`src/sbp_pkg.sv`:
```
`timescale 1ns / 1ps
`default_nettype none
package sbp_pkg;

    localparam int WIDTH_DEF   = 32;
    localparam int IN_W        = 32;
    localparam int RUN_W       = 32;
    localparam int STATUS_W    = 2;
    localparam int MAX_RESULTS = 47;
    localparam int NRES_W      = $clog2(MAX_RESULTS);
    localparam int TDATA_IN_W  = 64;
    localparam int TDATA_OUT_W = 40;

    localparam logic [STATUS_W-1:0] ST_RUN     = 2'd0;
    localparam logic [STATUS_W-1:0] ST_EMPTY   = 2'd1;
    localparam logic [STATUS_W-1:0] ST_INVALID = 2'd2;

    localparam logic DIR_L = 1'b0;
    localparam logic DIR_R = 1'b1;

    typedef struct packed {
        logic load;
        logic div_start;
        logic div_step;
        logic update;
    } t_dp_cmd;

    typedef struct packed {
        logic op_zero;
        logic op_equal;
        logic dir;
        logic rem_zero;
    } t_dp_sts;

endpackage
`default_nettype wire

```
`src/stern_brocot_path_finder.sv`:
```
`timescale 1ns / 1ps
`default_nettype none
// Stern-Brocot path finder: takes a fraction numerator/denominator and
// reports its path from 1/1 in the Stern-Brocot tree as runs of L (0) or
// R (1) steps; the final run of a fraction carries tlast. A run is found as
// one Euclidean quotient, computed by a restoring divider that yields one
// quotient bit per cycle; each run takes WIDTH divide steps and then one
// step to emit. The block is ready for the next fraction in the cycle in
// which the last result of a fraction appears in the output register; a
// zero operand (status invalid) or equal operands (status empty path, e.g.
// 1/1) give a single result, registered from the check state that follows
// acceptance. The walk waits while the receiver holds the output register.
// Fractions need not be in lowest terms. The block works on one fraction at
// a time; it takes the next one while the final result of the previous one
// still waits in the output register. At WIDTH 32 no path has more than 47
// runs; at a larger WIDTH the walk stops after 47 runs, the 47th marked last.
module stern_brocot_path_finder #(
    parameter int WIDTH = sbp_pkg::WIDTH_DEF
) (
    input  wire logic                             i_clk,
    input  wire logic                             i_rst_n,
    // slave side: [31:0] numerator, [63:32] denominator
    input  wire logic                             i_s_tvalid,
    output logic                                  o_s_tready,
    input  wire logic [sbp_pkg::TDATA_IN_W-1:0]   i_s_tdata,
    // master side: [0] direction, [32:1] run_length, [39:33] zero
    output logic                                  o_m_tvalid,
    input  wire logic                             i_m_tready,
    output logic [sbp_pkg::TDATA_OUT_W-1:0]       o_m_tdata,
    // [1:0] status
    output logic [sbp_pkg::STATUS_W-1:0]          o_m_tuser,
    output logic                                  o_m_tlast
);

    sbp_pkg::t_dp_cmd              w_cmd;
    sbp_pkg::t_dp_sts              w_sts;
    logic [sbp_pkg::RUN_W-1:0]     w_dp_len;
    logic                          w_dir;
    logic [sbp_pkg::RUN_W-1:0]     w_len;

    // sequencer: handshakes, divide step count, run count, output register
    sbp_ctrl #(
        .WIDTH (WIDTH)
    ) u_ctrl (
        .i_clk       (i_clk),
        .i_rst_n     (i_rst_n),
        .i_in_valid  (i_s_tvalid),
        .o_in_ready  (o_s_tready),
        .o_out_valid (o_m_tvalid),
        .i_out_ready (i_m_tready),
        .o_cmd       (w_cmd),
        .i_sts       (w_sts),
        .i_len       (w_dp_len),
        .o_dir       (w_dir),
        .o_len       (w_len),
        .o_status    (o_m_tuser),
        .o_last      (o_m_tlast)
    );

    // operands and the shared divider
    sbp_datapath #(
        .WIDTH (WIDTH)
    ) u_dp (
        .i_clk (i_clk),
        .i_num (i_s_tdata[sbp_pkg::IN_W-1:0]),
        .i_den (i_s_tdata[2*sbp_pkg::IN_W-1:sbp_pkg::IN_W]),
        .i_cmd (w_cmd),
        .o_sts (w_sts),
        .o_len (w_dp_len)
    );

    // pack direction low, run length above, pad to whole bytes
    assign o_m_tdata = {(sbp_pkg::TDATA_OUT_W - sbp_pkg::RUN_W - 1)'(0), w_len, w_dir};

endmodule
`default_nettype wire

```
`src/sbp_datapath.sv`:
```
`timescale 1ns / 1ps
`default_nettype none
module sbp_datapath #(
    parameter int WIDTH = sbp_pkg::WIDTH_DEF
) (
    input  wire logic                     i_clk,
    input  wire logic [sbp_pkg::IN_W-1:0] i_num,
    input  wire logic [sbp_pkg::IN_W-1:0] i_den,
    input  wire sbp_pkg::t_dp_cmd         i_cmd,
    output sbp_pkg::t_dp_sts              o_sts,
    output logic [sbp_pkg::RUN_W-1:0]     o_len
);

    logic [WIDTH-1:0] r_a;
    logic [WIDTH-1:0] r_b;
    logic             r_dir;
    logic [WIDTH-1:0] r_dvs;
    logic [WIDTH-1:0] r_quo;
    logic [WIDTH-1:0] r_rem;

    logic [sbp_pkg::IN_W+WIDTH-1:0]  w_num_ext;
    logic [sbp_pkg::IN_W+WIDTH-1:0]  w_den_ext;
    logic [WIDTH-1:0]                w_a_nx;
    logic [WIDTH-1:0]                w_b_nx;
    logic                            w_a_gt_b;
    logic [WIDTH:0]                  w_rem_sh;
    logic [WIDTH:0]                  w_dvs_ext;
    logic [WIDTH:0]                  w_diff;
    logic                            w_ge;
    logic                            w_rem_zero;
    logic [WIDTH-1:0]                w_len_full;
    logic [sbp_pkg::RUN_W+WIDTH-1:0] w_len_ext;

    // operands are taken modulo 2^WIDTH
    assign w_num_ext = {WIDTH'(0), i_num};
    assign w_den_ext = {WIDTH'(0), i_den};

    // operands after this cycle's update, so the next division starts on them
    assign w_a_nx   = (i_cmd.update && r_dir == sbp_pkg::DIR_R) ? r_rem : r_a;
    assign w_b_nx   = (i_cmd.update && r_dir == sbp_pkg::DIR_L) ? r_rem : r_b;
    assign w_a_gt_b = w_a_nx > w_b_nx;

    // restoring division, one quotient bit per step
    assign w_rem_sh  = {r_rem, r_quo[WIDTH-1]};
    assign w_dvs_ext = {1'b0, r_dvs};
    assign w_diff    = w_rem_sh - w_dvs_ext;
    assign w_ge      = w_rem_sh >= w_dvs_ext;

    assign w_rem_zero = r_rem == '0;
    // a run whose division leaves no remainder ends the path and is one step shorter than the quotient
    assign w_len_full = w_rem_zero ? r_quo - WIDTH'(1) : r_quo;
    assign w_len_ext  = {sbp_pkg::RUN_W'(0), w_len_full};
    assign o_len      = w_len_ext[sbp_pkg::RUN_W-1:0];

    assign o_sts = '{
        op_zero:  (r_a == '0) || (r_b == '0),
        op_equal: r_a == r_b,
        dir:      r_dir,
        rem_zero: w_rem_zero
    };

    always_ff @(posedge i_clk) begin
        if (i_cmd.load) begin
            r_a <= w_num_ext[WIDTH-1:0];
            r_b <= w_den_ext[WIDTH-1:0];
        end else if (i_cmd.update) begin
            if (r_dir == sbp_pkg::DIR_R) begin
                r_a <= r_rem;
            end else begin
                r_b <= r_rem;
            end
        end

        if (i_cmd.div_start) begin
            r_dir <= w_a_gt_b ? sbp_pkg::DIR_R : sbp_pkg::DIR_L;
            r_quo <= w_a_gt_b ? w_a_nx : w_b_nx;
            r_dvs <= w_a_gt_b ? w_b_nx : w_a_nx;
            r_rem <= '0;
        end else if (i_cmd.div_step) begin
            r_rem <= w_ge ? w_diff[WIDTH-1:0] : w_rem_sh[WIDTH-1:0];
            r_quo <= {r_quo[WIDTH-2:0], w_ge};
        end
    end

endmodule
`default_nettype wire

```
`src/sbp_ctrl.sv`:
```
`timescale 1ns / 1ps
`default_nettype none
module sbp_ctrl #(
    parameter int WIDTH = sbp_pkg::WIDTH_DEF
) (
    input  wire logic                         i_clk,
    input  wire logic                         i_rst_n,
    input  wire logic                         i_in_valid,
    output logic                              o_in_ready,
    output logic                              o_out_valid,
    input  wire logic                         i_out_ready,
    output sbp_pkg::t_dp_cmd                  o_cmd,
    input  wire sbp_pkg::t_dp_sts             i_sts,
    input  wire logic [sbp_pkg::RUN_W-1:0]    i_len,
    output logic                              o_dir,
    output logic [sbp_pkg::RUN_W-1:0]         o_len,
    output logic [sbp_pkg::STATUS_W-1:0]      o_status,
    output logic                              o_last
);

    localparam int CNT_W = $clog2(WIDTH);

    typedef enum logic [1:0] {
        S_IDLE,
        S_CHECK,
        S_DIV,
        S_PUT
    } t_state;

    t_state                        r_state;
    logic [CNT_W-1:0]              r_cnt;
    logic [sbp_pkg::NRES_W-1:0]    r_nres;
    logic                          r_valid;
    logic                          r_dir;
    logic [sbp_pkg::RUN_W-1:0]     r_len;
    logic [sbp_pkg::STATUS_W-1:0]  r_status;
    logic                          r_last;

    logic w_free;
    logic w_accept;
    logic w_special;
    logic w_run_last;

    assign w_free     = !r_valid || i_out_ready;
    assign w_accept   = (r_state == S_IDLE) && i_in_valid;
    assign w_special  = i_sts.op_zero || i_sts.op_equal;
    assign w_run_last = i_sts.rem_zero ||
                        (r_nres == sbp_pkg::NRES_W'(sbp_pkg::MAX_RESULTS - 1));

    assign o_in_ready  = r_state == S_IDLE;
    assign o_out_valid = r_valid;
    assign o_dir       = r_dir;
    assign o_len       = r_len;
    assign o_status    = r_status;
    assign o_last      = r_last;

    always_comb begin
        o_cmd = '0;
        case (r_state)
            S_IDLE: begin
                o_cmd.load = w_accept;
            end
            S_CHECK: begin
                o_cmd.div_start = !w_special;
            end
            S_DIV: begin
                o_cmd.div_step = 1'b1;
            end
            S_PUT: begin
                o_cmd.update    = w_free;
                o_cmd.div_start = w_free && !w_run_last;
            end
            default: begin
                o_cmd = '0;
            end
        endcase
    end

    always_ff @(posedge i_clk) begin
        if (!i_rst_n) begin
            r_state <= S_IDLE;
            r_valid <= 1'b0;
            r_cnt   <= '0;
            r_nres  <= '0;
        end else begin
            if (r_valid && i_out_ready) begin
                r_valid <= 1'b0;
            end

            case (r_state)
                S_IDLE: begin
                    if (w_accept) begin
                        r_nres  <= '0;
                        r_state <= S_CHECK;
                    end
                end
                S_CHECK: begin
                    if (w_special) begin
                        if (w_free) begin
                            r_valid  <= 1'b1;
                            r_dir    <= sbp_pkg::DIR_L;
                            r_len    <= '0;
                            r_status <= i_sts.op_zero ? sbp_pkg::ST_INVALID
                                                      : sbp_pkg::ST_EMPTY;
                            r_last   <= 1'b1;
                            r_state  <= S_IDLE;
                        end
                    end else begin
                        r_cnt   <= CNT_W'(WIDTH - 1);
                        r_state <= S_DIV;
                    end
                end
                S_DIV: begin
                    if (r_cnt == '0) begin
                        r_state <= S_PUT;
                    end else begin
                        r_cnt <= r_cnt - CNT_W'(1);
                    end
                end
                S_PUT: begin
                    if (w_free) begin
                        r_valid  <= 1'b1;
                        r_dir    <= i_sts.dir;
                        r_len    <= i_len;
                        r_status <= sbp_pkg::ST_RUN;
                        r_last   <= w_run_last;
                        r_nres   <= r_nres + sbp_pkg::NRES_W'(1);
                        if (w_run_last) begin
                            r_state <= S_IDLE;
                        end else begin
                            r_cnt   <= CNT_W'(WIDTH - 1);
                            r_state <= S_DIV;
                        end
                    end
                end
                default: begin
                    r_state <= S_IDLE;
                end
            endcase
        end
    end

endmodule
`default_nettype wire
```
`config.mk`:
```
export PLATFORM = sky130hd
export DESIGN_NAME = stern_brocot_path_finder
export DESIGN_NICKNAME = d
export VERILOG_FILES = /design/src/sbp_pkg.sv /design/src/stern_brocot_path_finder.sv /design/src/sbp_datapath.sv /design/src/sbp_ctrl.sv
export SDC_FILE = /design/constraint.sdc
export NUM_CORES = 1
export LEC_CHECK = 0
export ABC_AREA = 0
export BUFFER_PORTS_ARGS = -buffer_cell sky130_fd_sc_hd__buf_2
export CORE_ASPECT_RATIO = 1.1
export CORE_UTILIZATION = 50
export CTS_CLUSTER_SIZE = 10
export DETAILED_ROUTE_END_ITERATION = 10
export PLACE_DENSITY = 0.68
export SYNTH_ARGS = -nofsm -noshare
export SYNTH_HDL_FRONTEND = slang
export SYNTH_SLANG_ARGS = --single-unit
```
`constraint.sdc`:
```
create_clock -name i_clk -period 11.59 [get_ports i_clk]
set_clock_uncertainty 0.2 [all_clocks]
set_input_delay 0.5795 -clock i_clk [delete_from_list [all_inputs] [get_ports i_clk]]
set_output_delay 0.5795 -clock i_clk [all_outputs]
set_load 0.005 [all_outputs]
```
==> flow_metrics.env <==
export IMPL_worstSetupStartpointType="register"
export IMPL_cts_setup_buffers=0
export IMPL_multi_input_area_mm2=0.00717
export IMPL_n_fill_cell=2370
export IMPL_rows=62
export IMPL_yosys_warnings=0
export IMPL_num_antenna_cells=0
export IMPL_synth_edf_count=165
export IMPL_grt_usage_pct=27.2
export IMPL_clock_fmax_ghz=0.165
export IMPL_nNetsFinal=1633
export IMPL_cts_resized=0
export IMPL_seq_area_mm2=0.00588
export IMPL_min_period_ns=6.05
export IMPL_ys_seq_area_share_pct=43.2
export IMPL_layout_cells_most_common="nand2_1"
export IMPL_tritoncts="done"
export IMPL_drive_gt1_share_pct=13.5
export IMPL_peakVddDrop_uv=143
export IMPL_clock_path_buffers=3
export IMPL_worst_setup_path_type="register to register"
export IMPL_grt_pass1_wl_um=58400
export IMPL_slowest_delay_ns=1.01
export IMPL_die_w_um=159
export IMPL_period_share_pct=52.2
export IMPL_grt_setup_unrepaired="false"
export IMPL_clock_sinks=211
export IMPL_drc=0
export IMPL_worst_slew_pin_transition_ns=1.24
export IMPL_fp_dieH_um=175
export IMPL_cts_inserted_buffers=26
export IMPL_first_pass_iters=5
export IMPL_fin_ws_ns=5.54
export IMPL_endpoint_kind="register"
export IMPL_gp_congestion=0.952
export IMPL_antenna_left=0
export IMPL_min_path_type="input pin to register"
export IMPL_crit_chain="nand3_1 -> nor2_4 -> mux2i_1 -> ha_1 -> nand4_1 -> nor4_1 -> o41ai_1 -> a21oi_4 -> buf_4 -> mux2_2 -> o21ai_0"
export IMPL_ios=113
export IMPL_cp_top_family="simple AND/OR/NAND/NOR gates"
export IMPL_overflow=0
export IMPL_wl_um=37800
export IMPL_fin_tns_setup_ns=0
export IMPL_core_area_mm2=0.0265
export IMPL_cts_root_buf="clkbuf_16"
export IMPL_power_density_mw_per_mm2=234
export IMPL_ys_ff_latch=211
export IMPL_area_delta_synth_final_pct=11.5
export IMPL_viasPerCell=5.81
export IMPL_dp_slack_ns=5.40
export IMPL_grt_pass1_vias=10100
export IMPL_ys_flop_type="edfxtp_1"
export IMPL_antenna_found_initial=0
export IMPL_status="finished clean"
export IMPL_netlist_instances=1411
export IMPL_floorplan_initialDensity_pct=51.5
export IMPL_dpl_hpwl_um=28500
export IMPL_slowest_stage="nor2_4"
export IMPL_dieArea_mm2=0.0279
export IMPL_wire_per_inst_um=20.3
export IMPL_cp_arrival_ns=6.22
export IMPL_critPathBufInv=1
export IMPL_worst_hold_slack_ns=0.116
export IMPL_cap_viol_max_count=0
export IMPL_report_final_setup_viol=0
export IMPL_syn_area_mm2=0.0136
export IMPL_required_ns=11.76
export IMPL_p_leak_nw=6.61
export IMPL_finalHoldViolCount=0
export IMPL_async_flop_share_pct=0
export IMPL_slew_violations=0
export IMPL_ctsHtreeMaxLevel=1
export IMPL_grt_max_degree=82
export IMPL_holdBufCountCts=0
export IMPL_layout_common_cells="nand2_1 (252), edfxtp_1 (165), mux2i_1 (121)"
export IMPL_path_max_fanout=33
export IMPL_synth_cell_types=73
export IMPL_rrSetupSlack_ns=5.54
export IMPL_syn_avg_cell_area_um2=9.65
export IMPL_drtIter0Drc=949
export IMPL_vias=10800
export IMPL_clkLatencyLatePin_ns=0.53
export IMPL_slew_headroom_pct=16.9
export IMPL_io_buffers=105
export IMPL_clk_pin_slew_ns=0.06
cells by family after synthesis:
group                    synth area share, %
AO/OA/AOI/OAI                           9.97
XOR/XNOR                                5.79
adder cells (fa/ha/maj)                 6.49
buffers and inverters                   4.65
flip-flops                              43.2
multiplexers                            11.6
other                                 0.0275
AND/OR/NAND/NOR                         18.3
synth_stat cells, drive strengths merged (3+ instances only):
master / count / area [µm²]
a211oi: 10 / 75.1
a21boi: 5 / 37.5
a21o: 22 / 165
a21oi: 42 / 214
a311o: 4 / 40.0
a31o: 3 / 26.3
a31oi: 9 / 56.3
and2: 8 / 50.1
and3: 12 / 75.1
buf: 38 / 219
clkbuf: 29 / 110
dfxtp: 46 / 921
edfxtp: 165 / 4950
ha: 69 / 863
inv: 81 / 304
mux2: 33 / 372
mux2i: 121 / 1210
nand2: 253 / 950
nand2b: 12 / 75.1
nand3: 25 / 138
nand3b: 4 / 30.0
nand4: 32 / 200
nor2: 79 / 304
nor2b: 11 / 68.8
nor3: 27 / 140
nor4: 34 / 243
nor4b: 4 / 50.1
o211ai: 5 / 37.5
o21a: 5 / 37.5
o21ai: 79 / 395
o21bai: 5 / 37.5
o22ai: 4 / 25.0
o31ai: 5 / 37.5
or3: 6 / 37.5
or4: 3 / 26.3
xnor2: 66 / 578
xor2: 24 / 210
metrics by stage:
step	area (µm²)	utilization, %	std cells	power, mW
CTS	15200	57.4	1866	3.53
global placement	14400	54.5	1819	2.77
finish	15200	57.4	1866	3.55
global route	15200	57.4	1866	3.75
floorplan	13600	-	1417	2.34
detailed placement	14400	54.5	1819	2.78
path summary, 6_finish.rpt:
check	cells past startpoint	from	end
worst max-delay path	11	u_ctrl.r_state[0]	u_dp.r_quo[28]
worst min-delay path	3	i_s_tdata[20]	u_dp.r_a[20]
worst max register to register	11	u_ctrl.r_state[0]	u_dp.r_quo[28]
worst min register to register	2	u_ctrl.r_nres[5]	u_ctrl.r_nres[5]
power breakdown:
| group | total, mW | internal (mW) | switching (mW) |
|---|---|---|---|
| sequential | 1.29 | 1.02 | 0.272 |
| clock | 0.743 | 0.437 | 0.306 |
| combinational | 1.52 | 0.620 | 0.895 |
tightest hold or removal path: cells and delay by family:
kind / cells / cell delay (ns)
buffers and inverters: 1 / 0.07
and+or+nand+nor: 2 / 0.09
flip-flops by register name, indices dropped and copies added, names as in the netlist, 2 cells and up:
name,cells
u_dp.r_rem,32
u_ctrl.o_status,2
u_ctrl.r_cnt,5
u_ctrl.o_len,32
u_ctrl.r_nres,6
u_dp.r_quo,32
u_dp.r_a,32
u_ctrl.r_state,2
u_dp.r_dvs,32
u_dp.r_b,32
layout make-up:
cell class	count	area share, %
Sequential cell	211	38.7
Tap cell	352	2.90
Inverter	81	2.00
Clock inverter	2	0.0907
Multi-Input combinational cell	1058	47.3
Timing Repair Buffer	117	4.06
Clock buffer	45	4.96
metal layers:
metal	up-vias	part of all wire [%]	GRT usage, %
met1	5068	46	40.3
met5	-	0	0
li1	5227	-	-
met3	61	8.8	4.63
met2	487	43	40.9
met4	0	2.2	7.13
Note: power is estimated with default switching activity, not from simulation.
